===== config.mk =====
export PLATFORM = sky130hd
export DESIGN_NAME = array_subscript_text_parser_top
export DESIGN_NICKNAME = d
export VERILOG_FILES = /design/src/asp_pkg.sv /design/src/array_subscript_text_parser_top.sv /design/src/asp_char_step.sv /design/src/asp_resolve.sv
export SDC_FILE = /design/constraint.sdc
export NUM_CORES = 1
export LEC_CHECK = 0
export BUFFER_PORTS_ARGS = -buffer_cell sky130_fd_sc_hd__buf_2
export CORE_MARGIN = 2
export CORE_UTILIZATION = 56
export DETAILED_ROUTE_END_ITERATION = 10
export GPL_TIMING_DRIVEN = 0
export PLACE_DENSITY = 0.78
export SETUP_SLACK_MARGIN = 0.05
export SLEW_MARGIN = 10
export SYNTH_ARGS = -nofsm -noshare
export SYNTH_HDL_FRONTEND = slang
export SYNTH_HIERARCHICAL = 1
export SYNTH_SLANG_ARGS = --single-unit

===== constraint.sdc =====
create_clock -name clk -period 5.2 [get_ports clk]
set_input_delay 0.52 -clock clk [delete_from_list [all_inputs] [get_ports clk]]
set_output_delay 0.52 -clock clk [all_outputs]
set_load 0.02 [all_outputs]

===== src/asp_pkg.sv =====
// Shared types and constants for the array subscript text parser.
`timescale 1ns / 1ps
`default_nettype none

package asp_pkg;

    localparam int MAG_W = 31;
    localparam logic [MAG_W-1:0] MAG_MAX = {MAG_W{1'b1}};

    localparam logic [7:0] CH_NUL   = 8'h00;
    localparam logic [7:0] CH_TAB   = 8'h09;
    localparam logic [7:0] CH_CR    = 8'h0D;
    localparam logic [7:0] CH_SPACE = 8'h20;
    localparam logic [7:0] CH_PLUS  = 8'h2B;
    localparam logic [7:0] CH_MINUS = 8'h2D;
    localparam logic [7:0] CH_ZERO  = 8'h30;
    localparam logic [7:0] CH_NINE  = 8'h39;

    typedef enum logic [1:0] {
        PH_SPACE  = 2'd0,
        PH_SIGN   = 2'd1,
        PH_DIGITS = 2'd2,
        PH_REJECT = 2'd3
    } phase_t;

    typedef struct packed {
        phase_t           phase;
        logic             is_negative;
        logic [MAG_W-1:0] magnitude;
        logic             too_big;
        logic             text_ended;
    } parse_state_t;

    localparam parse_state_t PARSE_INIT = '{
        phase:       PH_SPACE,
        is_negative: 1'b0,
        magnitude:   '0,
        too_big:     1'b0,
        text_ended:  1'b0
    };

endpackage

`default_nettype wire


===== src/array_subscript_text_parser_top.sv =====
// Top level of the array subscript text parser.
// Usage:
//   Input channel (in_valid / in_stall) carries one character of subscript
//   text per item; char_present qualifies text_char, and the item with last
//   set also carries array_size. A zero byte ends the text early.
//   Output channel (out_valid / out_stall) carries one item per text:
//   found, and index (zero when found is clear).
//   Result path: the final item is captured in the input register, and the
//   result is loaded into the output register when that item moves on,
//   which a full, stalled output register can delay.
//   Throughput: one character per cycle unless an item with last is held,
//   set by the combinational multiply-by-ten and accumulate on the parse state.
//   Stall: a held result keeps its values; characters without last keep
//   flowing, and only an item with last waits in the input register while
//   the output register is full and stalled, raising in_stall.
//   Reset: asynchronous, clears both valid bits and returns the parse
//   state to skipping leading whitespace. The state also returns there
//   after every text.
`timescale 1ns / 1ps
`default_nettype none

module array_subscript_text_parser_top #(
    parameter int SIZE_BITS = 28
) (
    input  logic                      clk,
    input  logic                      rst_n,
    input  logic                      in_valid,
    output logic                      in_stall,
    input  logic [7:0]                text_char,
    input  logic                      char_present,
    input  logic                      last,
    input  logic [SIZE_BITS-1:0]      array_size,
    output logic                      out_valid,
    input  logic                      out_stall,
    output logic                      found,
    output logic [asp_pkg::MAG_W-1:0] index
);
    import asp_pkg::*;

    logic                 s1_valid_reg;
    logic [7:0]           s1_char_reg;
    logic                 s1_present_reg;
    logic                 s1_last_reg;
    logic [SIZE_BITS-1:0] s1_size_reg;

    parse_state_t         state_reg;
    parse_state_t         state_next;

    logic                 out_valid_reg;
    logic                 found_reg;
    logic [MAG_W-1:0]     index_reg;

    logic                 res_found;
    logic [MAG_W-1:0]     res_index;
    logic                 out_free;
    logic                 s1_moves;
    logic                 s1_load;
    logic                 out_load;

    assign out_free = !out_valid_reg || !out_stall;
    assign s1_moves = s1_valid_reg && (!s1_last_reg || out_free);
    assign s1_load  = !s1_valid_reg || s1_moves;
    assign out_load = s1_moves && s1_last_reg;
    assign in_stall = !s1_load;

    asp_char_step u_step (
        .cur          (state_reg),
        .text_char    (s1_char_reg),
        .char_present (s1_present_reg),
        .nxt          (state_next)
    );

    asp_resolve u_resolve (
        .st    (state_next),
        .size  (MAG_W'(s1_size_reg)),
        .found (res_found),
        .index (res_index)
    );

    always_ff @(posedge clk or negedge rst_n)
    begin
        if (!rst_n)
        begin
            s1_valid_reg  <= 1'b0;
            out_valid_reg <= 1'b0;
            state_reg     <= PARSE_INIT;
        end
        else
        begin
            if (s1_load)
                s1_valid_reg <= in_valid;
            if (s1_moves)
                state_reg <= s1_last_reg ? PARSE_INIT : state_next;
            if (out_load)
                out_valid_reg <= 1'b1;
            else if (!out_stall)
                out_valid_reg <= 1'b0;
        end
    end

    always_ff @(posedge clk)
    begin
        if (s1_load && in_valid)
        begin
            s1_char_reg    <= text_char;
            s1_present_reg <= char_present;
            s1_last_reg    <= last;
            s1_size_reg    <= array_size;
        end
        if (out_load)
        begin
            found_reg <= res_found;
            index_reg <= res_index;
        end
    end

    assign out_valid = out_valid_reg;
    assign found     = found_reg;
    assign index     = index_reg;

endmodule

`default_nettype wire


===== src/asp_char_step.sv =====
// Next parser state for one character of subscript text.
`timescale 1ns / 1ps
`default_nettype none

module asp_char_step (
    input  asp_pkg::parse_state_t cur,
    input  logic [7:0]            text_char,
    input  logic                  char_present,
    output asp_pkg::parse_state_t nxt
);
    import asp_pkg::*;

    logic            is_space;
    logic            is_digit;
    logic            handled;
    logic [MAG_W+3:0] scaled;

    assign is_space = (text_char == CH_SPACE) ||
                      ((text_char >= CH_TAB) && (text_char <= CH_CR));
    assign is_digit = (text_char >= CH_ZERO) && (text_char <= CH_NINE);

    // magnitude * 10 + digit
    assign scaled = ((MAG_W+4)'(cur.magnitude) << 3) + ((MAG_W+4)'(cur.magnitude) << 1)
                  + (MAG_W+4)'(text_char[3:0]);

    always_comb
    begin
        nxt     = cur;
        handled = 1'b0;
        if (char_present && !cur.text_ended)
        begin
            if (text_char == CH_NUL)
            begin
                nxt.text_ended = 1'b1;
            end
            else
            begin
                if (cur.phase == PH_SPACE)
                begin
                    if (is_space)
                    begin
                        handled = 1'b1;
                    end
                    else if (text_char == CH_MINUS)
                    begin
                        nxt.is_negative = 1'b1;
                        nxt.phase       = PH_SIGN;
                        handled         = 1'b1;
                    end
                    else if (text_char == CH_PLUS)
                    begin
                        nxt.phase = PH_SIGN;
                        handled   = 1'b1;
                    end
                end
                if (!handled && (cur.phase != PH_REJECT))
                begin
                    if (!is_digit)
                    begin
                        nxt.phase = PH_REJECT;
                    end
                    else
                    begin
                        nxt.phase = PH_DIGITS;
                        if (!cur.too_big)
                        begin
                            if (scaled > (MAG_W+4)'(MAG_MAX))
                                nxt.too_big = 1'b1;
                            else
                                nxt.magnitude = scaled[MAG_W-1:0];
                        end
                    end
                end
            end
        end
    end

endmodule

`default_nettype wire


===== src/asp_resolve.sv =====
// Turns the final parser state and array size into found flag and index.
`timescale 1ns / 1ps
`default_nettype none

module asp_resolve (
    input  asp_pkg::parse_state_t     st,
    input  logic [asp_pkg::MAG_W-1:0] size,
    output logic                      found,
    output logic [asp_pkg::MAG_W-1:0] index
);
    import asp_pkg::*;

    logic             good;
    logic             from_end;
    logic [MAG_W:0]   diff;

    assign good     = (st.phase == PH_DIGITS) && !st.too_big;
    assign from_end = st.is_negative && (st.magnitude != '0);
    // negative: size - magnitude, valid while no borrow
    assign diff     = {1'b0, size} - {1'b0, st.magnitude};

    always_comb
    begin
        found = 1'b0;
        index = '0;
        if (good)
        begin
            if (from_end)
            begin
                if (!diff[MAG_W])
                begin
                    found = 1'b1;
                    index = diff[MAG_W-1:0];
                end
            end
            else if (st.magnitude < size)
            begin
                found = 1'b1;
                index = st.magnitude;
            end
        end
    end

endmodule

`default_nettype wire


# == Word level (Yosys, flattened, before mapping) ==
# Index checks and enable logic that the tools add are counted.
# totals
word_cells,85
regBits,108
output_inout_bits,34
inputBits,42
latchBits,0
mem_count,0
romBits,0
mem_bits_rw,0
# op_classes
reduce_logical,27
bitwise,0
n_shift,0
n_eq_ne,6
muxes,30
n_addsub,3
n_lt_le_gt_ge,6
div_mod_pow,0
mul,0
# op_table
op,count
$mux 31,4
$mux 32,3
$mux 36,2
$add 34x32->35,1
$add 35x4->35,1
$gt 35x31->1 const B,1
$mux 35,1
$sub 28x31->32,1
$lt 31x28->1,1
$reduce_bool 31->1,1
$eq 8x6->1 const B,3
$mux 1,15
$logic_and 1x1->1,9
$ge 8x4->1 const B,1
$ge 8x6->1 const B,1
$le 8x4->1 const B,1
$le 8x6->1 const B,1
$logic_not 1->1,8
$logic_not 8->1,1
$mux 2,3
$mux 3,2
$logic_or 1x1->1,4
$reduce_bool 2->1,2
$reduce_and 3->1,1
other kinds (4),4

# == Logic depth before layout (Yosys ltp) ==
# depth
depth_word,15
depth_mapped,27
depth_no_buf,23

# == Hierarchy ==
# The synthesis kept the hierarchy.
# modules_own_cells
module,seq_area_each_um2,cells_per_inst,instances,area_each_um2
array_subscript_text_parser_top,3052.9,285,1,4165.2
asp_char_step,0.0,354,1,2846.5
asp_resolve,0.0,388,1,2484.9

# == Worst setup path before layout ==
# No wires, ideal clock.
# synth_path
kind,reg2reg
start,reg s1_char_reg[3]
end,"reg index_reg[6], in the netlist index[6], data pin"
arrival_time_ns,5.412
path_stages_with_launch,26
required_ns,4.943
slack_ns,-0.470
setup_time_ns,0.257
path_buffers,3
synth_period_minus_slack_ns,5.670
cell_sequence,edfxtp_1 > inv_1 > fa_1 > inv_1 > ha_1 > a211oi_1 > o211ai_1 > a31oi_1 > a2111o_1 > a22o_2 > xnor2_2 > nor4_4 > buf_6 > mux2i_1 > inv_1 > ha_1 > a21oi_1 > nor2b_1 > o31ai_1 > a21oi_1 > a32o_1 > a211oi_2 > a21o_1 > buf_6 > buf_12 > nor2_4
# synth_lines
item,line,rtl
"start, declared",array_subscript_text_parser_top.sv:41,logic [7:0] s1_char_reg;
"start signal, assigned",array_subscript_text_parser_top.sv:105,s1_char_reg <= text_char;
"end signal, assigned",array_subscript_text_parser_top.sv:113,index_reg <= res_index;
"end, declared",array_subscript_text_parser_top.sv:51,logic [MAG_W-1:0] index_reg;

==> summary.md <==
| Metric | Value |
|---|---|
| CTS Buf Count | 9 |
| Critical Path End Type | flop |
| DR iter-0 viols | 810 |
| Worst relative slew slack | 37.3% |
| Pre-CTS setup slack | -1.33 ns |
| Routed len/inst | 20.1 um |
| Syn Area/Cell | 9.25 um2 |
| Peak Freq | 0.160 GHz |
| Pwr/cell area | 186 mW/mm2 |
| Die Wd | 134 um |
| TritonCTS clock tree | built |
| Initial antenna violation count | 0 |
| I/O pins | 76 |
| Post-synthesis cell count | 1027 |
| Hpwl dp | 18700 um |
| RSZ-0062 raised after global routing | yes |
| Max reg flops | 36 |
| Slowest cell on the critical path | fa_1 |
| Final Hold Fails | 0 |
| Critical path arrival | 6.48 ns |
| Synth Flop Type | edfxtp_1 |
| WP buf/inv | 8 |
| Clock Latency Late Sink | 0.38 ns |
| DRC | 0 |
| Max VDD drop | 0.191 mV |
| Vias in the first global route | 8426 |
| Reg2reg end | index[14] |
| CP delay by family, top | compound AO/OA/AOI/OAI gates |
| Worst path max stage delay | 0.60 ns |
| Die Ht | 134 um |
| First-pass GRT wire length | 43500 um |
| Hold/Removal Path Class | in2async |
| Root buffer cell | clkbuf_16 |
| Diode count | 0 |
| Actual slew at the worst max-slew pin | 0.940 ns |
| Reg2Reg Setup Slack | -1.05 ns |
| Reported max-cap violation count | 0 |
| Routed wire length | 28100 um |
| Worst-path clk slew | 0.08 ns |
| Sink Count | 108 |
| Post-synth top area share | 22.1% |
| Via Count | 8925 |
| Routability Congestion | 0.961 |
| Grt ovf | 0 |
| Setup ws final | -1.05 ns |
| CORE AREA | 0.0166 mm2 |
| Post-synth cell types | 84 |
| Synthesis Warnings | 6 |
| Slew Viols, Final | 0 |
| GRT Total Usage | 30.5% |
| Fin nets | 1310 |
| Critical setup path kind | reg2reg |
| Vias per cell | 6.38 |
| CTS max path bufs | 2 |
| Number of synthesized flops with an enable pin | 70 |
| Syn-to-layout area delta | 24.3% |
| Initial Utilization | 57.3% |
| Failing checks | setup timing |
| Routed Antenna Nets | 0 |
| Sequential fraction of the synthesis area | 32.1% |
| Area contributors post-synth | edfxtp_1, ha_1, dfrtp_1 |
| Crit-path max FO | 8 |
| Setup violators final | 32 |
| Total iterations of the first detailed-routing run | 5 |
| Outcome | complete, but fails checks |
| Worst Path Required | 5.43 ns |
| Netlist Area Pre-Place | 0.00950 mm2 |
| Reg2Reg Depth | 28 |
| Asr flop ratio synth | 35.2% |
| CP startpoint kind | flop |
| Ratio of cells with drive above 1 in the final layout | 31.7% |
| # H-tree levels | 3 |
| Top cell type by total area after synthesis | edfxtp_1 |
| Synth Register Bits | 108 |
| FP Rows | 47 |
| Largest net degree at the start of global routing | 39 |
| Post-Route Skew | 0.0147 ns |
| Die area | 0.0180 mm2 |
| Port Buffers | 75 |
| Period minus WS final | 6.25 ns |
| Crit Reg-Reg Startpoint | state_reg[2] |
| Leakage | 4.89 nW |
| Final Cycle Share | 120% |
| Setup_tns | -31.05 ns |
placed cells by master (no fill, tap or decap), types with 45 or more instances in the layout:
| master | n |
|---|---|
| ha_1 | 71 |
| a21oi_1 | 75 |
| nand3_1 | 51 |
| nand2_1 | 62 |
| nand4_1 | 53 |
| buf_4 | 59 |
| buf_2 | 89 |
| edfxtp_1 | 70 |
| nand2b_1 | 45 |
| nor2_1 | 50 |
power by group:
part	total [mW]	switching, mW	leakage [nW]	internal (mW)
sequential	0.980	0.0262	1.20	0.954
clock	0.698	0.360	0.145	0.339
combinational	0.523	0.296	3.54	0.226
what timing repair did:
action	4_1_cts	5_1_grt
buffers inserted	40	15
pin swaps	51	20
cloned	1	0
setup endpoints to repair	32	32
gates resized for setup	101	39
hold buffers	0	0
worst register-to-register path: cells and delay by family, from the launching register on:
family                   cells  cell delay, ns
adder cells (fa/ha/maj)      3            1.03
buffers and inverters        8            0.92
AO/OA/AOI/OAI               12            2.66
multiplexers                 1            0.35
flip-flops                   1            0.36
AND/OR/NAND/NOR              3            0.62
XOR/XNOR                     1            0.14
through the flow:
stage	utilization, %	area, um2	hold slack, ns	power (mW)	cells
floorplan	-	9710	0.224	1.28	1029
global placement	62.5	10400	0.503	1.38	1324
detailed placement	62.8	10400	0.507	1.39	1326
CTS	69.5	11500	0.307	2.14	1383
global route	71.2	11800	0.305	2.27	1398
finish	71.2	11800	0.286	2.20	1398
area by class of cell:
type | count | area, um2
sequential | 108 | 3050
timing repair buffer | 133 | 902
clock buffer | 9 | 225
clock inverter | 7 | 63.8
fill | 1184 | 4780
inverter | 62 | 243
multi-input combinational | 807 | 6630
tap | 220 | 275
buffer | 52 | 412
cells by family (layout without fill, tap and decap cells):
kind of cell             count (synthesis)  count (layout)  synth area share (%)
AND/OR/NAND/NOR                        382             382                  22.4
buffers and inverters                  114             263                  6.10
AO/OA/AOI/OAI                          242             242                  16.8
flip-flops                             108             108                  32.1
multiplexers                            31              31                  4.76
adder cells (fa/ha/maj)                 95              95                  12.8
other                                    1               3                0.0395
XOR/XNOR                                54              54                  5.06
worst max path at each step:
stage | cells after the start | slack [ns] | startpoint | to
2_1_floorplan | 27 | -0.43 | state_reg[4] | index[6]
3_3_place_gp | 26 | -1.24 | state_reg[4] | index[7]
3_5_place_dp | 26 | -1.33 | state_reg[4] | index[12]
4_1_cts | 30 | -0.76 | state_reg[4] | index[7]
5_1_grt | 28 | -1.18 | s1_char_reg[3] | index[14]
6_report | 28 | -1.05 | state_reg[2] | index[14]
Yosys cell counts, types with 3 or more instances:
master    instances
nor4_1           10
nor2_1           57
a31oi_1           7
a22o_1            5
nor2_4            9
nand3_1          60
and3_1            5
nand2_1          63
a21boi_0          4
xor2_1           17
dfrtp_1          38
o21a_1            7
nand2b_1         47
a21o_1           18
inv_1            62
clkbuf_1          9
o21bai_1          8
buf_2            18
o21ai_1           6
o211ai_1          9
o31ai_1           4
fa_1              3
a21oi_1         102
edfxtp_1         70
or3_1             3
clkbuf_2          3
a211oi_1          5
nand3b_1         36
nor2b_1           6
mux2_4           28
nor3_1           15
xnor2_1          36
ha_1             92
buf_4            11
o21ai_0          31
buf_6             9
nand4_1          53
and2_1            5
routing by layer:
metal	track usage [%]	vias to the layer above	part of all wire, %
li1	-	4082	-
met1	41.2	4319	42
met2	49.6	429	46
met3	4.42	95	7.4
met4	12.3	0	4.6
met5	0	-	0
(Power assumes the default switching activity.)
